[src/rtl/dss_pkg.sv]
`default_nettype none

package dss_pkg;

  localparam int unsigned MaxPattern = 16;
  localparam int unsigned MaxText    = 65536;

  localparam int unsigned ByteW  = 8;
  localparam int unsigned LenW   = $clog2(MaxPattern + 1);
  localparam int unsigned IdxW   = $clog2(MaxPattern);
  localparam int unsigned CountW = $clog2(MaxText + 2);
  localparam int unsigned StartW = 16;
  localparam int unsigned CfgW   = 64;
  localparam int unsigned CfgIdxW = 3;
  localparam int unsigned OutDataW = ((CountW + 7) / 8) * 8;

  typedef enum logic [CfgIdxW-1:0] {
    CfgPatternLow    = 3'd0,
    CfgPatternHigh   = 3'd1,
    CfgPatternLength = 3'd2,
    CfgStartPosition = 3'd3,
    CfgIgnoreCase    = 3'd4
  } cfg_index_e;

  typedef logic [ByteW-1:0] byte_t;

  function automatic byte_t fold_byte(input byte_t b, input logic ignore_case);
    byte_t r;
    r = b;
    if (ignore_case && (b >= 8'h41) && (b <= 8'h5a)) begin
      r = b + 8'h20;
    end
    return r;
  endfunction

endpackage

`default_nettype wire

[src/rtl/dbcs_substring_search.sv]
// The last text beat is registered in the input register and its result then in the result register.
// Throughput: one text beat per cycle while no last beat is held; a beat is taken while an earlier result waits.
// A last beat waits in the input register only while the result register is still full.
// The search window, the byte counter and the match state update once per beat.
// Reset (asynchronous, active low) clears the text state and the result register and
// loads the configuration registers with their defaults (start position one).
`default_nettype none

module dbcs_substring_search (
  input  wire logic                            clk_i,
  input  wire logic                            rst_ni,
  input  wire logic                            cfg_valid_i,
  output logic                                 cfg_ready_o,
  input  wire logic [dss_pkg::CfgIdxW-1:0]     cfg_index_i,
  input  wire logic [dss_pkg::CfgW-1:0]        cfg_data_i,
  input  wire logic                            s_axis_tvalid,
  output logic                                 s_axis_tready,
  // Fields from bit 0: text_byte.
  input  wire logic [dss_pkg::ByteW-1:0]       s_axis_tdata,
  // Field: last_byte.
  input  wire logic                            s_axis_tlast,
  output logic                                 m_axis_tvalid,
  input  wire logic                            m_axis_tready,
  // Fields from bit 0: position, then zero fill.
  output logic [dss_pkg::OutDataW-1:0]         m_axis_tdata,
  // Field: found.
  output logic                                 m_axis_tuser
);
  import dss_pkg::*;

  logic [CfgW-1:0]   pat_low_q, pat_high_q;
  logic [LenW-1:0]   pat_len_q;
  logic [StartW-1:0] start_q;
  logic              icase_q;

  logic [LenW-1:0]   len_d, len_q;
  logic [CountW:0]   first_d, first_q;
  logic              fold_d, fold_q;
  byte_t             apat_d [MaxPattern];
  byte_t             apat_q [MaxPattern];
  logic [MaxPattern-1:0] amask_d, amask_q;

  logic              in_valid_q, in_last_q;
  byte_t             in_byte_q;

  byte_t             win_q [MaxPattern];
  byte_t             win_n [MaxPattern];
  logic [MaxPattern-1:0] marks_q, marks_n;
  logic [CountW-1:0] count_q, count_n;
  logic              trail_q, latched_q;
  logic [CountW-1:0] mpos_q;

  logic              out_valid_q, found_q;
  logic [CountW-1:0] pos_q;

  logic              advance, in_take, cmp_ok, hit, latched_n;
  logic [CountW:0]   start_pos, cand_pos;
  logic [CountW-1:0] mpos_n;
  logic [IdxW-1:0]   top_idx;

  assign cfg_ready_o = 1'b1;

  always_ff @(posedge clk_i or negedge rst_ni) begin
    if (!rst_ni) begin
      pat_low_q  <= '0;
      pat_high_q <= '0;
      pat_len_q  <= '0;
      start_q    <= StartW'(1);
      icase_q    <= 1'b0;
    end else if (cfg_valid_i) begin
      unique case (cfg_index_i)
        CfgPatternLow:    pat_low_q  <= cfg_data_i;
        CfgPatternHigh:   pat_high_q <= cfg_data_i;
        CfgPatternLength: pat_len_q  <= cfg_data_i[LenW-1:0];
        CfgStartPosition: start_q    <= cfg_data_i[StartW-1:0];
        CfgIgnoreCase:    icase_q    <= cfg_data_i[0];
        default: ;
      endcase
    end
  end

  // The pattern is stored end-aligned to the window so that the compare needs no shifter.
  always_comb begin
    logic [2*CfgW-1:0] pat_all;
    logic [LenW-1:0]   sel;
    pat_all = {pat_high_q, pat_low_q};
    len_d   = (pat_len_q > LenW'(MaxPattern)) ? LenW'(MaxPattern) : pat_len_q;
    fold_d  = icase_q;
    first_d = (start_q <= StartW'(1)) ? (CountW+1)'(1) : (CountW+1)'(start_q);
    for (int j = 0; j < MaxPattern; j++) begin
      sel        = len_d - LenW'(1) - LenW'(j);
      amask_d[j] = LenW'(j) < len_d;
      apat_d[j]  = fold_byte(pat_all[ByteW*sel[IdxW-1:0] +: ByteW], icase_q);
    end
  end

  always_ff @(posedge clk_i or negedge rst_ni) begin
    if (!rst_ni) begin
      len_q   <= '0;
      first_q <= (CountW+1)'(1);
      fold_q  <= 1'b0;
      amask_q <= '0;
    end else begin
      len_q   <= len_d;
      first_q <= first_d;
      fold_q  <= fold_d;
      amask_q <= amask_d;
    end
  end

  always_ff @(posedge clk_i) begin
    apat_q <= apat_d;
  end

  assign advance       = in_valid_q && (!in_last_q || !out_valid_q || m_axis_tready);
  assign s_axis_tready = !in_valid_q || advance;
  assign in_take       = s_axis_tvalid && s_axis_tready;

  always_ff @(posedge clk_i or negedge rst_ni) begin
    if (!rst_ni) begin
      in_valid_q <= 1'b0;
      in_last_q  <= 1'b0;
    end else if (s_axis_tready) begin
      in_valid_q <= s_axis_tvalid;
      in_last_q  <= s_axis_tlast;
    end
  end

  always_ff @(posedge clk_i) begin
    if (in_take) begin
      in_byte_q <= s_axis_tdata;
    end
  end

  always_comb begin
    win_n[0]   = in_byte_q;
    marks_n[0] = !trail_q;
    for (int j = 1; j < MaxPattern; j++) begin
      win_n[j]   = win_q[j-1];
      marks_n[j] = marks_q[j-1];
    end
    cmp_ok = 1'b1;
    for (int j = 0; j < MaxPattern; j++) begin
      if (amask_q[j] && (fold_byte(win_n[j], fold_q) != apat_q[j])) begin
        cmp_ok = 1'b0;
      end
    end
  end

  assign count_n   = (count_q <= CountW'(MaxText)) ? count_q + CountW'(1) : count_q;
  assign top_idx   = IdxW'(len_q - LenW'(1));
  assign start_pos = (CountW+1)'(count_n) + (CountW+1)'(1);
  assign cand_pos  = first_q + (CountW+1)'(len_q);
  assign hit       = !latched_q && (len_q != '0) && (count_n >= CountW'(len_q))
                     && (count_n <= CountW'(MaxText)) && (start_pos >= cand_pos)
                     && marks_n[top_idx] && cmp_ok;
  assign latched_n = latched_q || hit;
  assign mpos_n    = latched_q ? mpos_q : CountW'(count_n - CountW'(len_q) + CountW'(1));

  always_ff @(posedge clk_i or negedge rst_ni) begin
    if (!rst_ni) begin
      marks_q   <= '0;
      count_q   <= '0;
      trail_q   <= 1'b0;
      latched_q <= 1'b0;
      mpos_q    <= '0;
      for (int j = 0; j < MaxPattern; j++) begin
        win_q[j] <= '0;
      end
    end else if (advance) begin
      if (in_last_q) begin
        marks_q   <= '0;
        count_q   <= '0;
        trail_q   <= 1'b0;
        latched_q <= 1'b0;
        mpos_q    <= '0;
        for (int j = 0; j < MaxPattern; j++) begin
          win_q[j] <= '0;
        end
      end else begin
        marks_q   <= marks_n;
        count_q   <= count_n;
        trail_q   <= !trail_q && in_byte_q[ByteW-1];
        latched_q <= latched_n;
        mpos_q    <= mpos_n;
        win_q     <= win_n;
      end
    end
  end

  always_ff @(posedge clk_i or negedge rst_ni) begin
    if (!rst_ni) begin
      out_valid_q <= 1'b0;
      found_q     <= 1'b0;
      pos_q       <= '0;
    end else if (advance && in_last_q) begin
      out_valid_q <= 1'b1;
      if (len_q == '0) begin
        found_q <= 1'b1;
        pos_q   <= CountW'(1);
      end else begin
        found_q <= latched_n;
        pos_q   <= latched_n ? mpos_n : '0;
      end
    end else if (m_axis_tready) begin
      out_valid_q <= 1'b0;
    end
  end

  assign m_axis_tvalid = out_valid_q;
  assign m_axis_tdata  = OutDataW'(pos_q);
  assign m_axis_tuser  = found_q;

endmodule

`default_nettype wire

[config.mk]
export PLATFORM = sky130hd
export DESIGN_NAME = dbcs_substring_search
export DESIGN_NICKNAME = d
export VERILOG_FILES = /design/src/rtl/dss_pkg.sv /design/src/rtl/dbcs_substring_search.sv
export SDC_FILE = /design/constraint.sdc
export NUM_CORES = 1
export LEC_CHECK = 0
export ABC_AREA = 0
export BUFFER_PORTS_ARGS = -buffer_cell sky130_fd_sc_hd__buf_2
export CORE_AREA = 2 2 254 306
export DETAILED_ROUTE_END_ITERATION = 12
export DIE_AREA = 0 0 256 308
export GPL_ROUTABILITY_DRIVEN = 0
export PLACE_DENSITY_LB_ADDON = 0.3
export SLEW_MARGIN = 40
export SYNTH_ARGS = -nofsm -noshare
export SYNTH_HDL_FRONTEND = slang
export SYNTH_SLANG_ARGS = --single-unit
[constraint.sdc]
create_clock -name clk_i -period 7 [get_ports clk_i]
set_clock_uncertainty 0.2 [all_clocks]
set_input_delay 0.35 -clock clk_i [delete_from_list [all_inputs] [get_ports clk_i]]
set_output_delay 0.35 -clock clk_i [all_outputs]
set_load 0.01 [all_outputs]
# Word-level counts from Yosys, hierarchy flattened
# Index checks and enable logic that the tools add are counted.
[op_classes] shifts=16 addsub=54 bitwise_logic=0 n_mul=0 n_reduce_logical=108 n_div=0 eq_ne=20 muxes=65 magnitude_cmp=87
[ops] op="$shiftx A128 B8 Y8" count=16
[ops] op="$add A8 B6 Y8 const B" count=32
[ops] op="$ge A8 B7 Y1 const B" count=32
[ops] op="$le A8 B7 Y1 const B" count=32
[ops] op="$mux W8" count=32
[ops] op="$mux W128" count=1
[ops] op="$ne A8 B8 Y1" count=16
[ops] op="$mux W17" count=6
[ops] op="$logic_and A1 B1 Y1" count=90
[ops] op="$lt A4 B5 Y1 const A" count=8
[ops] op="$add A17 B1 Y17 const B" count=2
[ops] op="$le A17 B17 Y1 const B" count=2
[ops] op="$sub A4 B4 Y4 const B" count=8
[ops] op="$mux W1" count=22
[ops] op="$lt A3 B5 Y1 const A" count=4
[ops] op="$add A17 B1 Y18 const B" count=1
[ops] op="$ge A18 B17 Y1" count=1
[ops] op="$add A16 B5 Y17" count=1
[ops] op="$ge A17 B5 Y1" count=1
[ops] op="$sub A17 B5 Y17" count=1
[ops] op="$le A16 B1 Y1 const B" count=1
[ops] op="$mux W16" count=1
[ops] op="$sub A4 B3 Y4 const B" count=4
[ops] op="$mux W15" count=1
[ops] op="18 further kinds" count=35
[totals] romBits=0 word_cells=401 mem_count=0 reg_bits=516 inputBits=81 ramBits=0 out_inout_bits=28 latchBits=0

# Depth between registers and ports, before layout
[depth] depth_word=26 ltp_mapped=26 ltp_nobuf=23

# Worst setup path before layout
# Ideal clock, no wire load.
[synth_timing] kind="reg-to-reg" from="reg pat_len_q[1]" to="reg apat_q[45] (netlist bit)" arrival_ns=5.328 path_slack_ns=1.349 path_stages_with_launch=20 n_path_buf=9 synth_period_minus_slack_ns=5.651 cell_sequence="dfrtp_1 > clkbuf_1 > nand2b_1 > buf_2 > buf_1 > buf_1 > ha_1 > clkbuf_1 > inv_2 > buf_2 > buf_1 > ha_1 > clkbuf_1 > buf_1 > mux2i_1 > mux2i_1 > or4_1 > nor2_1 > nor3_1 > or2_2"
[synth_lines] element="from (decl)" line_no="dbcs_substring_search.sv:32" rtl="logic [LenW-1:0] pat_len_q;"
[synth_lines] element="from (signal assigned)" line_no="dbcs_substring_search.sv:74" rtl="CfgPatternLength: pat_len_q <= cfg_data_i[LenW-1:0];"
[synth_lines] element="to (signal assigned)" line_no="dbcs_substring_search.sv:112" rtl="apat_q <= apat_d;"
[synth_lines] element="to (decl)" line_no="dbcs_substring_search.sv:40" rtl="byte_t apat_q [MaxPattern];"

# Worst setup path after layout
[layout_timing] from="reg count_q[0]" to="reg pos_q[7]"
[layout_between] elab_chain_len=11
[layout_rtl] element="from (decl)" line_no="dbcs_substring_search.sv:49" rtl="logic [CountW-1:0] count_q, count_n;"
[layout_rtl] element="from (signal assigned)" line_no="dbcs_substring_search.sv:182" rtl="count_q <= count_n;"
[layout_rtl] element="$add A17 B1 Y17 or $le A17 B17 Y1 (tied branches)" line_no="dbcs_substring_search.sv:150" rtl="assign count_n = (count_q <= CountW'(MaxText)) ? count_q + CountW'(1) : count_q;"
[layout_rtl] element="$mux W17 *" line_no="dbcs_substring_search.sv:150"
[layout_rtl] element="branches (longest 7 deep; another with $add A17 B1 Y18)"
[layout_rtl] element="$mux W17 *" line_no="dbcs_substring_search.sv:203" rtl="pos_q <= latched_n ? mpos_n : '0;"
[layout_rtl] element="$mux W17 *" line_no="dbcs_substring_search.sv:198" rtl="if (len_q == '0) begin"
[layout_rtl] element="to (signal assigned)" line_no="dbcs_substring_search.sv:200" rtl="pos_q <= CountW'(1);"
[layout_rtl] element="to (signal assigned)" line_no="dbcs_substring_search.sv:203"
[layout_rtl] element="to (decl)" line_no="dbcs_substring_search.sv:54" rtl="logic [CountW-1:0] pos_q;"
# Every way passes the cells marked *.
# A chain may end at the register's enable or synchronous reset.

==> results <==
- Clock tree synthesis selected as its root buffer the cell sky130_fd_sc_hd__clkbuf_16.
- The worst setup path is captured at a flip-flop.
- After layout, the design draws a total of 0.0147 W.
- The shortest clock period the worst path allows after layout is around 6.1 ns.
- The leading cell type in the layout, fill and taps excluded is sky130_fd_sc_hd__mux2i_1.
- The final number of hold-violating endpoints is 0.
- In this run the tightest slew margin relative to its limit is between 30 and 40%.
- The initial antenna violation count is 0.
- The H-tree generated during clock tree synthesis spans 2 levels.
- The die is 256 um wide.
- The proportion of power drawn by flip-flops and latches is about 30%.
- The port buffer count is 100.
- The maximum buffer depth of the clock tree is 3.
- The proportion of register bits with asynchronous set or reset after synthesis is between 70% and 80%.
- The first-pass detailed-route iteration total is 5.
- Of the available clock period, the critical path in the final layout requires a little under 90%.
- between 100 and 150 I/O pins were placed.
- The met3 global-route usage is 3.02%.
- The global routing usage summed across all routing layers is between 20% and 30%.
- The summed negative setup slack over all endpoints is 0 ns.
- The TritonCTS clock tree is yes.
- The post-CTS setup-driven buffer insertion count is 0.
- Setup repair after global routing left no endpoint under its margin.
- The number of synthesized flops with an enable pin is 8.
- In this run the remaining antenna-violating nets after routing total 0.
- The area fraction of the dominant cell type after synthesis is between 30 and 40%.
- The effective utilization at floorplan is between 30% and 40%.
- The fraction of met2 tracks used by global routing is between 30% and 40%.
- The arrival time at the worst endpoint is about 6.4 ns.
- Ranked by total cell area, the synthesized netlist is headed by sky130_fd_sc_hd__dfrtp_1, sky130_fd_sc_hd__mux2i_1, sky130_fd_sc_hd__dfxtp_1.
- The netlist area before placement is roughly 30,000 um2.
- The fraction of power spent switching nets is ~43%.
- Timing would allow up to between 0.15 and 0.2 GHz.
- The cell-internal power is 0.00838 W.
- The total inserted antenna cells is 0.
- The number of standard cells after synthesis is ~2,900.
- After the first detailed-routing iteration, the DRC count stood at roughly 1,500.
- The most used flip-flop cell after synthesis is sky130_fd_sc_hd__dfrtp_1.
- The clock edge transition at the registers on the reported setup and hold paths is around 0.060 ns.
- The fraction of final layout cells sized beyond drive strength 1 is 17.0%.
- The netlist uses between 80 and 90 different library cells.
- The die span in y is a little over 300 um.
- The total wire length is roughly 87 mm.
- The worst-case IR drop observed on VDD is 0.000245 V.
- The count of unresolved DRC violations after routing is 0.
- Clock tree synthesis inserted a total of 55 buffers.
- Setup violations remaining at the end of the flow were counted as 0.
- After floorplanning, the core was sized to cover ~76,000 um2.
- The leakage power figure is about 16 nW.
- The area added between synthesis and finish is 13.9%.
- The total of cells resized after clock tree synthesis is 0.
- For the pin with the worst max-slew slack, the measured transition is approximately 0.91 ns.
- The flop and latch count out of synthesis is approximately 500.
- CTS saw just over 500 sinks.
- The relative contribution of the clock network to total power is between 20% and 30%.
- The number of global-route vias before repair is 21,940.
- The sequential fraction of the synthesis area is roughly 41%.
- The most used routing layer is met2.
- After legalization and detailed placement, the total HPWL measured ~65 mm.
- Using the TritonRoute via totals, the vias-per-cell ratio works out to around 5.5.
- The setup path with the least slack is of type reg -> reg.
- Max-cap violations in this run came to 0.
- The maximum number of pins on one net before global-route repair is about 150.
- The floorplan row count is approximately 110.
- At the worst endpoint, the required time is approximately 7.3 ns.
- The switching component of the power is between 0.006 and 0.007 W.
- Combinational logic is responsible for roughly 50% of the overall power.
- The kind of start point of the critical path is a flip-flop.
- The first global-routing pass estimated approximately 140 mm of wire.
- In the layout the commonest cells are sky130_fd_sc_hd__mux2i_1, sky130_fd_sc_hd__dfrtp_1, sky130_fd_sc_hd__nand2_1.
- The global routing usage on met1 is between 20% and 30%.
- The path class of the lowest-slack min-delay path is in -> reg.
- The number of max-slew violations in the final report is 0.
- The number of warnings issued by yosys is 0.
- The remaining global-route overflow is 0.
- The area of the die is between 70,000 and 80,000 um2.
- The mean routed wirelength per cell is ~22 um.
- Along the worst path, the maximum fanout reaches 19.
- The average instance in the mapped netlist occupies 10.5 um2.
- The power per standard cell area is 429 nW/um2.
- In the final design database the tool counted about 3,200 nets.
- The count of vias placed by the detailed router is around 22,000.
- The dominant cell type by area after synthesis is sky130_fd_sc_hd__dfrtp_1.
- The insertion delay of the later-clocked pin in the worst-skew pair is 0.64 ns.
- The flow ran to the end, and the final reports show no timing, DRC or antenna violations.
[worst paths after layout]
| path | depth (start not counted) | slack, ns | to | start |
|---|---|---|---|---|
| max | 22 | 0.88 | pos_q[7] | count_q[0] |
| min | 4 | 0.04 | pat_len_q[3] | cfg_index_i[0] |
| max reg2reg | 22 | 0.88 | pos_q[7] | count_q[0] |
| min reg2reg | 0 | 0.20 | first_q[13] | start_q[13] |
| max in group asynchronous | 5 | 4.96 | win_n[91] | rst_ni |
| min in group asynchronous | 3 | 0.50 | start_q[11] | rst_ni |
[cells by family (layout without fill, tap and decap cells)]
kind of cell | after synthesis | in the layout | synth area share [%]
other | 2 | 8 | 0.0249
xor gates and xnor gates | 202 | 202 | 6.12
buffers and inverters | 249 | 400 | 3.46
muxes | 624 | 624 | 24.2
and+or+nand+nor | 820 | 820 | 12.8
DFF | 515 | 515 | 40.8
adders and majority gates | 118 | 118 | 4.97
AOI/OAI and AO/OA | 342 | 342 | 7.58
[per-layer routing]
| metal | wire length, um | vias to the layer above |
|---|---|---|
| li1 | - | 10536 |
| met1 | 37100 | 11082 |
| met2 | 41600 | 511 |
| met3 | 3430 | 172 |
| met4 | 5100 | 0 |
| met5 | 0 | - |
[Yosys cell counts, types with 25 or more instances]
cell,n
sky130_fd_sc_hd__mux2i_1,387
sky130_fd_sc_hd__dfrtp_1,377
sky130_fd_sc_hd__nand2_1,376
sky130_fd_sc_hd__mux2_2,166
sky130_fd_sc_hd__nand3_1,157
sky130_fd_sc_hd__dfxtp_1,128
sky130_fd_sc_hd__ha_1,115
sky130_fd_sc_hd__xnor2_1,112
sky130_fd_sc_hd__clkbuf_1,111
sky130_fd_sc_hd__xor2_1,83
sky130_fd_sc_hd__nor2_1,76
sky130_fd_sc_hd__inv_1,72
sky130_fd_sc_hd__a21oi_1,69
sky130_fd_sc_hd__mux4_2,68
sky130_fd_sc_hd__o21ai_0,66
sky130_fd_sc_hd__o31ai_1,35
sky130_fd_sc_hd__nor3_1,34
sky130_fd_sc_hd__nor4_1,28
sky130_fd_sc_hd__or4_1,28
sky130_fd_sc_hd__a21o_1,25
[worst max-delay path, stage by stage (launching register included)]
cell                        delay (ns)
sky130_fd_sc_hd__dfrtp_1          0.49
sky130_fd_sc_hd__inv_1            0.10
sky130_fd_sc_hd__ha_1             0.21
sky130_fd_sc_hd__nor4b_1          0.14
sky130_fd_sc_hd__a41oi_1          0.48
sky130_fd_sc_hd__nand2b_1         0.29
sky130_fd_sc_hd__nor2_1           0.08
sky130_fd_sc_hd__buf_4            0.18
sky130_fd_sc_hd__nand3_1          0.10
sky130_fd_sc_hd__xor2_1           0.54
sky130_fd_sc_hd__inv_1            0.19
sky130_fd_sc_hd__ha_1             0.26
sky130_fd_sc_hd__nand2_1          0.10
sky130_fd_sc_hd__nor3_2           0.07
sky130_fd_sc_hd__xnor2_1          0.16
sky130_fd_sc_hd__ha_1             0.33
sky130_fd_sc_hd__and3_1           0.16
sky130_fd_sc_hd__o2111ai_1        0.11
sky130_fd_sc_hd__a31oi_1          0.16
sky130_fd_sc_hd__o311ai_0         0.16
sky130_fd_sc_hd__a2111oi_1        0.45
sky130_fd_sc_hd__nand4b_2         0.60
sky130_fd_sc_hd__o31ai_1          0.45
[registers in the layout, indices dropped and copies added, names as in the netlist]
name	cells
apat_q	128
first_q	16
pos_q	17
in_last_q	1
trail_q	1
start_q	16
pat_len_q	5
pat_low_q	64
marks_q	15
count_q	17
win_n	120
m_axis_tuser	1
mpos_q	17
fold_q	1
fold_d	1
amask_q	16
in_byte_q	8
m_axis_tvalid	1
pat_high_q	64
len_q	4
in_valid_q	1
latched_q	1
[power by group through the flow]
| stage | Clock, W | Combinational (W) | Sequential (W) |
|---|---|---|---|
| after floorplan | 0 | 0.00507 | 0.00415 |
| after global placement | 0 | 0.00710 | 0.00440 |
| after detailed placement | 0 | 0.00720 | 0.00442 |
| after CTS | 0.00300 | 0.00727 | 0.00436 |
| after global routing | 0.00312 | 0.00786 | 0.00446 |
| final | 0.00294 | 0.00741 | 0.00436 |
[area by class of cell]
| type | count | area (um2) |
|---|---|---|
| Clock buffer | 77 | 1600 |
| Fill cell | 7156 | 41600 |
| Sequential cell | 515 | 12300 |
| Timing Repair Buffer | 219 | 1710 |
| Inverter | 78 | 300 |
| Multi-Input combinational cell | 2114 | 16900 |
| Tap cell | 1017 | 1270 |
| Clock inverter | 26 | 235 |
[repair_timing]
item,4_1_cts,5_1_grt
endpoints found under the setup margin,0,0
hold buffers,80,1
endpoints found under the hold margin,254,28
[per-stage QoR]
step           util (%)  hold WS [ns]  instances  worst slack (ns)  cell area [um2]
2_1_floorplan         -        -0.146       2878              1.35            30200
3_3_place_gp       41.5         0.185       3858             0.958            31500
3_5_place_dp       41.6         0.196       3859             0.862            31600
4_1_cts            45.1        0.0134       4042             0.835            34200
5_1_grt            45.2        0.0818       4046             0.281            34300
6_report           45.2        0.0424       4046             0.882            34300
Power figures use the tool's default switching activity.
